==> config.mk <==
export PLATFORM = sky130hd
export DESIGN_NAME = dash_parameter_tokenizer_flat
export DESIGN_NICKNAME = d
export VERILOG_FILES = /design/src/rtl/dpt_pkg.sv /design/src/rtl/dpt_in_if.sv /design/src/rtl/dpt_out_if.sv /design/src/rtl/dash_parameter_tokenizer.sv /design/src/flat_wrapper.sv
export SDC_FILE = /design/constraint.sdc
export NUM_CORES = 1
export LEC_CHECK = 0
export ABC_CLOCK_PERIOD_IN_PS = 3900
export BUFFER_PORTS_ARGS = -buffer_cell sky130_fd_sc_hd__buf_4
export CAP_MARGIN = 10
export CORE_MARGIN = 8
export CORE_UTILIZATION = 40
export DETAILED_ROUTE_END_ITERATION = 8
export PLACE_DENSITY = 0.65
export SETUP_SLACK_MARGIN = 0.02
export SYNTH_ARGS = -nofsm -noshare
export SYNTH_HDL_FRONTEND = slang
export SYNTH_SLANG_ARGS = --single-unit
export TNS_END_PERCENT = 5
==> constraint.sdc <==
create_clock -name i_clk -period 3.9 [get_ports i_clk]
set_clock_uncertainty 0.05 [all_clocks]
set_input_delay 0.78 -clock i_clk [delete_from_list [all_inputs] [get_ports i_clk]]
set_output_delay 0.78 -clock i_clk [all_outputs]
set_load 0.01 [all_outputs]
==> src/rtl/dpt_pkg.sv <==
// Package for the dash parameter tokenizer: parser state and result kind codes,
// the result slot type and the one-character parser step function.
// Used by the top level, the checker and the testbench; depends on nothing.
`timescale 1ns / 1ps

package dpt_pkg;

    // Characters the parser reacts to.
    localparam logic [7:0] CH_SPACE = 8'h20;
    localparam logic [7:0] CH_HASH  = 8'h23;
    localparam logic [7:0] CH_MINUS = 8'h2D;
    localparam logic [7:0] CH_EQUAL = 8'h3D;
    localparam logic [7:0] CH_QUOTE = 8'h22;

    // Maximum number of results one character can cause.
    localparam int unsigned MAX_RESULTS = 3;

    // Parser state; code 7 is unused and behaves as the gap state.
    typedef enum logic [2:0] {
        ST_GAP    = 3'd0,
        ST_STRAY  = 3'd1,
        ST_NAME   = 3'd2,
        ST_VSTART = 3'd3,
        ST_UNQ    = 3'd4,
        ST_QUOTE  = 3'd5,
        ST_DONE   = 3'd6
    } t_pstate;

    // Result kinds.
    typedef enum logic [2:0] {
        K_NAME  = 3'd0,
        K_VALUE = 3'd1,
        K_ENDV  = 3'd2,
        K_FLAG  = 3'd3,
        K_OPEN  = 3'd4,
        K_EOL   = 3'd5
    } t_kind;

    // One buffered result.
    typedef struct packed {
        t_kind      kind;
        logic [7:0] symbol;
    } t_result;

    // Outcome of feeding one character to the parser.
    typedef struct packed {
        t_pstate next;
        logic    emit;
        t_kind   kind;
    } t_step;

    // One parser step: next state and at most one result.
    function automatic t_step consume(t_pstate st, logic [7:0] c);
        t_step r;
        r.next = st;
        r.emit = 1'b0;
        r.kind = K_NAME;
        case (st)
            ST_STRAY: begin
                if (c == CH_SPACE) r.next = ST_GAP;
            end
            ST_NAME: begin
                if (c == CH_SPACE) begin
                    r.emit = 1'b1;
                    r.kind = K_FLAG;
                    r.next = ST_GAP;
                end else if (c == CH_EQUAL) begin
                    r.next = ST_VSTART;
                end else begin
                    r.emit = 1'b1;
                    r.kind = K_NAME;
                end
            end
            ST_VSTART: begin
                if (c == CH_QUOTE) begin
                    r.next = ST_QUOTE;
                end else if (c == CH_SPACE) begin
                    r.emit = 1'b1;
                    r.kind = K_ENDV;
                    r.next = ST_GAP;
                end else begin
                    r.emit = 1'b1;
                    r.kind = K_VALUE;
                    r.next = ST_UNQ;
                end
            end
            ST_UNQ: begin
                if (c == CH_SPACE) begin
                    r.emit = 1'b1;
                    r.kind = K_ENDV;
                    r.next = ST_GAP;
                end else if (c == CH_MINUS) begin
                    r.emit = 1'b1;
                    r.kind = K_ENDV;
                    r.next = ST_NAME;
                end else begin
                    r.emit = 1'b1;
                    r.kind = K_VALUE;
                end
            end
            ST_QUOTE: begin
                r.emit = 1'b1;
                if (c == CH_QUOTE) begin
                    r.kind = K_ENDV;
                    r.next = ST_GAP;
                end else begin
                    r.kind = K_VALUE;
                end
            end
            ST_DONE: begin
                r.next = ST_DONE;
            end
            default: begin
                // Gap state, and the unused code.
                if (c == CH_SPACE)      r.next = ST_GAP;
                else if (c == CH_HASH)  r.next = ST_DONE;
                else if (c == CH_MINUS) r.next = ST_NAME;
                else                    r.next = ST_STRAY;
            end
        endcase
        return r;
    endfunction

endpackage

==> src/rtl/dpt_in_if.sv <==
// Input channel of the dash parameter tokenizer: one character per transfer.
// Stand-alone valid/ready interface; no dependencies.
`timescale 1ns / 1ps

interface dpt_in_if;
    logic       valid;
    logic       ready;
    logic [7:0] symbol;
    logic       line_end;

    modport source (output valid, output symbol, output line_end, input ready);
    modport sink   (input valid, input symbol, input line_end, output ready);
endinterface

==> src/rtl/dpt_out_if.sv <==
// Result channel of the dash parameter tokenizer: one tagged result per transfer.
// Stand-alone valid/ready interface; no dependencies.
`timescale 1ns / 1ps

interface dpt_out_if;
    logic       valid;
    logic       ready;
    logic [2:0] kind;
    logic [7:0] symbol_out;
    logic       run_end;

    modport source (output valid, output kind, output symbol_out, output run_end,
                    input ready);
    modport sink   (input valid, input kind, input symbol_out, input run_end,
                    output ready);
endinterface

==> src/rtl/dash_parameter_tokenizer.sv <==
// Top level of the dash parameter tokenizer.
// Depends on dpt_pkg, dpt_in_if and dpt_out_if.
`timescale 1ns / 1ps

// The block takes one character of a command line per transfer and tags it as a
// parameter-name or value character, or drops it, with a parser state that
// carries across characters. An ordinary character causes at most one result,
// so one character per cycle is sustained as long as results are taken. A
// character marked as the line end causes up to three results (the character's
// own, the end of the open parameter or an unclosed quote, and the end-of-line
// marker); these leave the three-entry result buffer one per cycle while the
// output is not stalled, and the next character is taken in the cycle its last
// result goes out. Results within one character end with run_end set.
module dash_parameter_tokenizer (
    input  logic      i_clk,
    input  logic      i_rst_n,
    dpt_in_if.sink    i_in,
    dpt_out_if.source o_out
);

    dpt_pkg::t_pstate r_state, n_state;
    dpt_pkg::t_result r_slot [dpt_pkg::MAX_RESULTS];
    dpt_pkg::t_result n_slot [dpt_pkg::MAX_RESULTS];
    logic [1:0]       r_left, n_left;

    logic             in_xfer;
    logic             out_xfer;
    dpt_pkg::t_step   step_char;
    dpt_pkg::t_step   step_end;
    logic [1:0]       load_cnt;
    dpt_pkg::t_result load_slot [dpt_pkg::MAX_RESULTS];

    // Handshakes: a new character is taken when the buffer is empty or drains this cycle.
    assign out_xfer    = o_out.valid && o_out.ready;
    assign i_in.ready  = (r_left == 2'd0) || (out_xfer && (r_left == 2'd1));
    assign in_xfer     = i_in.valid && i_in.ready;

    // Result port shows the head of the buffer.
    assign o_out.valid      = (r_left != 2'd0);
    assign o_out.kind       = r_slot[0].kind;
    assign o_out.symbol_out = r_slot[0].symbol;
    assign o_out.run_end    = (r_left == 2'd1);

    // Parse the character, then the implied space at the line end.
    always_comb begin
        step_char = dpt_pkg::consume(r_state, i_in.symbol);
        step_end  = dpt_pkg::consume(step_char.next, dpt_pkg::CH_SPACE);
        load_cnt  = 2'd0;
        for (int i = 0; i < dpt_pkg::MAX_RESULTS; i++) begin
            load_slot[i].kind   = dpt_pkg::K_EOL;
            load_slot[i].symbol = 8'h00;
        end
        if (step_char.emit) begin
            load_slot[0].kind   = step_char.kind;
            load_slot[0].symbol = (step_char.kind == dpt_pkg::K_NAME ||
                                   step_char.kind == dpt_pkg::K_VALUE) ?
                                  i_in.symbol : 8'h00;
            load_cnt = 2'd1;
        end
        if (i_in.line_end) begin
            if (step_char.next == dpt_pkg::ST_QUOTE) begin
                load_slot[load_cnt].kind = dpt_pkg::K_OPEN;
                load_cnt = load_cnt + 2'd1;
            end else if (step_end.emit) begin
                load_slot[load_cnt].kind = step_end.kind;
                load_cnt = load_cnt + 2'd1;
            end
            load_slot[load_cnt].kind = dpt_pkg::K_EOL;
            load_cnt = load_cnt + 2'd1;
        end
    end

    // Next buffer contents and parser state.
    always_comb begin
        n_state = r_state;
        n_left  = r_left;
        for (int i = 0; i < dpt_pkg::MAX_RESULTS; i++) n_slot[i] = r_slot[i];
        if (out_xfer) begin
            n_slot[0] = r_slot[1];
            n_slot[1] = r_slot[2];
            n_left    = r_left - 2'd1;
        end
        if (in_xfer) begin
            for (int i = 0; i < dpt_pkg::MAX_RESULTS; i++) n_slot[i] = load_slot[i];
            n_left  = load_cnt;
            n_state = i_in.line_end ? dpt_pkg::ST_GAP : step_char.next;
        end
    end

    // Control registers.
    always_ff @(posedge i_clk) begin
        if (!i_rst_n) begin
            r_state <= dpt_pkg::ST_GAP;
            r_left  <= 2'd0;
        end else begin
            r_state <= n_state;
            r_left  <= n_left;
        end
    end

    // Result buffer payload.
    always_ff @(posedge i_clk) begin
        for (int i = 0; i < dpt_pkg::MAX_RESULTS; i++) r_slot[i] <= n_slot[i];
    end

endmodule

==> src/flat_wrapper.sv <==
// flat-port wrapper written by rule: the top's interface ports become plain ports
module dash_parameter_tokenizer_flat 
  (i_clk, i_rst_n, i_in_valid, i_in_symbol, i_in_line_end, i_in_ready, o_out_valid, o_out_kind, o_out_symbol_out, o_out_run_end, o_out_ready);
  dpt_in_if i_in_i ();
  dpt_out_if o_out_i ();
  input  logic i_clk;
  input  logic i_rst_n;
  input wire logic [$bits(i_in_i.valid)-1:0] i_in_valid;
  input wire logic [$bits(i_in_i.symbol)-1:0] i_in_symbol;
  input wire logic [$bits(i_in_i.line_end)-1:0] i_in_line_end;
  output wire logic [$bits(i_in_i.ready)-1:0] i_in_ready;
  output wire logic [$bits(o_out_i.valid)-1:0] o_out_valid;
  output wire logic [$bits(o_out_i.kind)-1:0] o_out_kind;
  output wire logic [$bits(o_out_i.symbol_out)-1:0] o_out_symbol_out;
  output wire logic [$bits(o_out_i.run_end)-1:0] o_out_run_end;
  input wire logic [$bits(o_out_i.ready)-1:0] o_out_ready;
  assign i_in_i.valid = i_in_valid;
  assign i_in_i.symbol = i_in_symbol;
  assign i_in_i.line_end = i_in_line_end;
  assign i_in_ready = i_in_i.ready;
  assign o_out_valid = o_out_i.valid;
  assign o_out_kind = o_out_i.kind;
  assign o_out_symbol_out = o_out_i.symbol_out;
  assign o_out_run_end = o_out_i.run_end;
  assign o_out_i.ready = o_out_ready;
  dash_parameter_tokenizer u_core (.i_clk(i_clk), .i_rst_n(i_rst_n), .i_in(i_in_i), .o_out(o_out_i));
endmodule
; Word-level counts from Yosys, hierarchy flattened
; Memory sizes are Yosys's and may differ from the RTL's.
; Index checks and enable logic that the tools add are counted.
[totals]
out_inout_bits = 14
regBits = 5
mem_bits_rw = 33
word_cells = 82
inputBits = 13
memories = 1
[mem_list]
columns = memory, depth, word_bits, rd, rd_ports_with_merged_regs, write_ports, line_no
row1 = u_core.r_slot, 3, 11, 3, 0, 3, dash_parameter_tokenizer.sv:22  ; dpt_pkg::t_result r_slot [dpt_pkg::MAX_RESULTS];
[op_classes]
muxes = 41
magnitude_cmp = 4
bitwise = 2
reduce_logical = 12
addsub = 3
eq_ne = 17
[op_table]
columns = cell, n
row1 = $mux 33, 5
row2 = $bwmux 33, 3
row3 = $demux 11 s2, 2
row4 = $eq 8x6->1 const B, 5
row5 = $mux 11, 3
row6 = $mux 3, 8
row7 = $mux 22, 1
row8 = $mux 7, 3
row9 = $mux 2, 9
row10 = $pmux 3 s6, 1
row11 = $pmux 4 s4, 1
row12 = $eq 3x3->1 const B, 5
row13 = $eq 3x2->1 const B, 4
row14 = $pmux 4 s3, 1
row15 = $mux 4, 2
row16 = $mux 8, 1
row17 = $eq 3x1->1 const B, 2
row18 = $ge 3x3->1 const B, 2
row19 = $lt 3x1->1 const B, 2
row20 = $logic_and 1x1->1, 5
row21 = $reduce_bool 2->1, 2
row22 = $logic_not 3->1, 1
row23 = $not 1->3, 1
row24 = $not 2->3, 1
row25 = 8 further kinds, 9

; Longest topological paths before layout
[depth]
word_depth = 19
depth_mapped = 15
ltp_nobuf = 14

; Worst setup path before layout
; No wires, ideal clock.
[synth_path]
path_type = input to register
from = input i_in_symbol[4]
to = memory u_core.r_slot[0][19] (netlist name), data pin
cell_stages = 13
setup_slack_ns = 0.160
required_time_ns = 3.576
arrival_time_ns = 3.416
path_cell_list = or4b_4 buf_6 a2111oi_4 o31ai_2 a211o_1 nand2_1 ha_1 inv_1 nand2_1 a21o_1 ha_1 nor4_1 o21ai_1
[synth_lines]
columns = element, line_no
row1 = start: declaration, flat_wrapper.sv:9  ; input wire logic [$bits(i_in_i.symbol)-1:0] i_in_symbol;
row2 = end: declaration, dash_parameter_tokenizer.sv:22

==> out/qor.yml <==
pwr:
  p_leak_uw: 0.000715
  p_sw_uw: 257
  cellPowerDensity_nw_per_um2: 405
  ir_drop_mv: 0.132
  power.internal_uw: 472
  finalPower_uw: 729
  sw_frac_of_total: 0.352
  seqPwrFrac: 0.390
  clkPwrFrac: 0.189
  comb_power_share: 0.421
global_route:
  grt_use_total: 0.117
  antenna_found_initial: 0
  grt_pass1_wl_um: 5980
  overflow: 0
  grt_max_degree: 16
  grt_pass1_vias: 1315
clocking:
  cts_setup_buffers: 0
  cts_buffer_depth: 2
  clk_latency_ns: 0.26
  htreeDepth: 1
  root_buffer: "clkbuf_8"
  cts_tree: "yes"
  path_clk_slew_ns: 0.07
  numCtsBuffers: 3
  clock_sinks: 19
  hold_buffers: 0
detailed_routing:
  route.vias.total: 1373
  drc: 0
  avgRoutedWirePerCell_um: 14.7
  drt-total-wl_um: 3520
  viasPerCell: 5.74
  drtPass1Iterations: 4
  final_antenna_net_count: 0
  drtIter0Drc: 108
sta:
  hold_slack_ns: 0.454
  hold_viol_final: 0
  fin_crit_ns: 3.73
  rsz0062_at_grt: "false"
  setup_viol: 0
  timing.final.crit_share: 0.958
  worstMarginPinSlew_ns: 0.663
  slew_violations: 0
  fmax_ghz: 0.268
  tns_ns: 0
  relSlewSlack: 0.555
finish:
  diodes: 0
  multi_input_area_um2: 840
  area_growth_pct: 18.5
  final_nets: 210
  final_core_util: 0.491
  regArea_um2: 520
  fin_area_um2: 1800
  n_fill_cell: 356
  drive_gt1_frac: 0.277
job:
  maxCapViolations: 0
outcome:
  status: "completed"
logic_synthesis:
  postSynthAreaPerCell_um2: 9.09
  muxShareOfSynthArea: 0.00660
  synthCells: 167
  yosys.area_share.simple: 0.220
  synth_top_family_by_area: "compound AO/OA/AOI/OAI gates"
  synth-seq-cells: 19
  yosysSeqAreaShare: 0.343
  yosys_warnings: 0
  yosys.area_share.adder: 0.0412
  synth_nets: 185
  synth_area_um2: 1520
  synthXorXnorAreaFrac: 0.00577
  synth_compound_area_frac: 0.277
  ys.flop_type: "edfxtp_1"
  synth_cell_types: 55
  synthArstFlopShare: 0
  synth_edf_count: 14
critical_path:
  critPathMaxStageDelay_ns: 0.61
  crit_chain: "buf_4 -> or4b_4 -> a2111oi_4 -> o31ai_2 -> a211o_1 -> nand2_1 -> ha_1 -> inv_1 -> a31oi_1 -> a21o_1 -> ha_1 -> nor4_1 -> buf_4 -> o21ai_1"
  cp.required_ns: 3.86
  critPathLaunchType: "input port"
  crit_path_max_fanout: 7
  arrival_ns: 3.69
  cp-end-kind: "flop"
  slowest_stage: "or4b_4"
  path_class: "input port to flop"
floorplan:
  fp.dieW_um: 77.6
  start_util: 0.415
  die_h_um: 77.6
  placementRows: 22
  core_region_area_um2: 3660
  die-area_um2: 6020
  io_pins: 27
placement:
  post-dp-hpwl_um: 2710
  place.gp.congestion: 0.910
  dpl-instance-area_um2: 1750
  numPortBuffers: 26
hold_path:
  hp-class: "flop to flop"
## stage by stage
step                worst slack [ns]  std cells
global placement              0.0436        235
floorplan                      0.160        167
finish                         0.165        239
CTS                            0.208        239
global route                  0.0255        239
detailed placement           -0.0551        235
## cell families after synthesis
kind of cell	count (synthesis)
fa+ha+maj	5
flops	19
compound gates	55
xor+xnor	1
mux	1
buf+inv	30
simple gates	56
## path summary, 6_finish.rpt
path	start	endpoint	slack, ns	cells past startpoint
min reg2reg	u_core.r_left[1]$_SDFFE_PN0P_	u_core.r_left[1]$_SDFFE_PN0P_	0.45	2
min	u_core.r_left[1]$_SDFFE_PN0P_	u_core.r_left[1]$_SDFFE_PN0P_	0.45	2
max reg2reg	u_core.r_state[2]$_SDFFE_PN0P_	u_core.r_slot[0][8]$_DFFE_PP_	0.62	14
max	i_in_symbol[4]	u_core.r_slot[0][19]$_SDFFCE_PP1P_	0.17	14
## sequential cells by signal, indices dropped and copies added (netlist names)
| register | cells |
|---|---|
| u_core.r_state | 3 |
| u_core.r_slot | 14 |
| u_core.r_left | 2 |
## cells in the final DEF (no fill, tap or decap), types with 2 or more instances in the layout
cell type | Yosys | routed
buf_4 | 11 | 39
edfxtp_1 | 14 | 14
inv_1 | 11 | 11
nand2_1 | 10 | 10
nor2_1 | 8 | 8
a21oi_1 | 9 | 8
a31oi_1 | 7 | 7
and2_1 | 7 | 7
o21ai_0 | 6 | 6
nor2b_1 | 5 | 5
nand3_1 | 5 | 5
ha_1 | 5 | 5
dfxtp_1 | 5 | 5
a211oi_1 | 4 | 4
nor3_1 | 3 | 3
a21o_1 | 3 | 3
clkbuf_8 | 0 | 3
nand4_1 | 2 | 2
and4b_1 | 2 | 2
nand2b_1 | 2 | 2
o211ai_2 | 2 | 2
or3_1 | 2 | 2
nor4_1 | 2 | 2
a22oi_1 | 2 | 2
a32oi_1 | 2 | 2
o2bb2ai_1 | 2 | 2
o21ai_1 | 2 | 2
## final cells by class
type / count / share of cell area
clock buffer: 4 / 0.0250
inverter: 11 / 0.0229
multi-input combinational: 118 / 0.467
sequential: 19 / 0.289
tap: 48 / 0.0334
timing repair buffer: 39 / 0.163
## layer usage
layer / routed length (um) / track usage / up-vias
met2: 1740 / 0.197 / 51
met1: 1500 / 0.138 / 644
li1: - / - / 669
met5: 0 / 0 / -
met3: 209 / 0.0276 / 9
met4: 71 / 0.0528 / 0
## critical path: cells and delay by family
kind / cells / cell delay (ns)
AO/OA/AOI/OAI: 6 / 1.16
AND/OR/NAND/NOR: 3 / 0.95
adder cells (fa/ha/maj): 2 / 0.42
buffers and inverters: 3 / 0.37
## cells in the mapped netlist, drive strengths merged, types with 2 or more instances
cell type   n  area [um2]
a211oi      5        42.5
a21o        3        22.5
a21oi       9        45.0
a22oi       2        15.0
a31oi       7        43.8
a32oi       2        17.5
and2        9        57.6
and4b       2        20.0
buf        14         101
clkbuf      5        18.8
dfxtp       5         100
edfxtp     14         420
ha          5        62.6
inv        11        41.3
nand2      10        37.5
nand2b      2        12.5
nand3       5        25.0
nand4       2        12.5
nor2        8        30.0
nor2b       5        31.3
nor3        3        15.0
nor4        2        12.5
o211ai      3        32.5
o21ai       8        40.0
o2bb2ai     2        17.5
o31ai       2        20.0
or3         2        12.5
or4b        2        23.8
## power groups by stage
stage / Sequential, uW / Combinational (uW) / Clock (uW)
2_1_floorplan: 277 / 219 / 0
3_3_place_gp: 286 / 301 / 0
3_5_place_dp: 288 / 303 / 0
4_1_cts: 284 / 305 / 140
5_1_grt: 289 / 340 / 149
6_report: 284 / 307 / 138
## repair_timing
item | in CTS | in global routing
gates resized for setup | 0 | 1
hold endpoints to repair | 0 | 0
setup endpoints to repair | 0 | 1
Note: power is estimated with default switching activity, not from simulation.
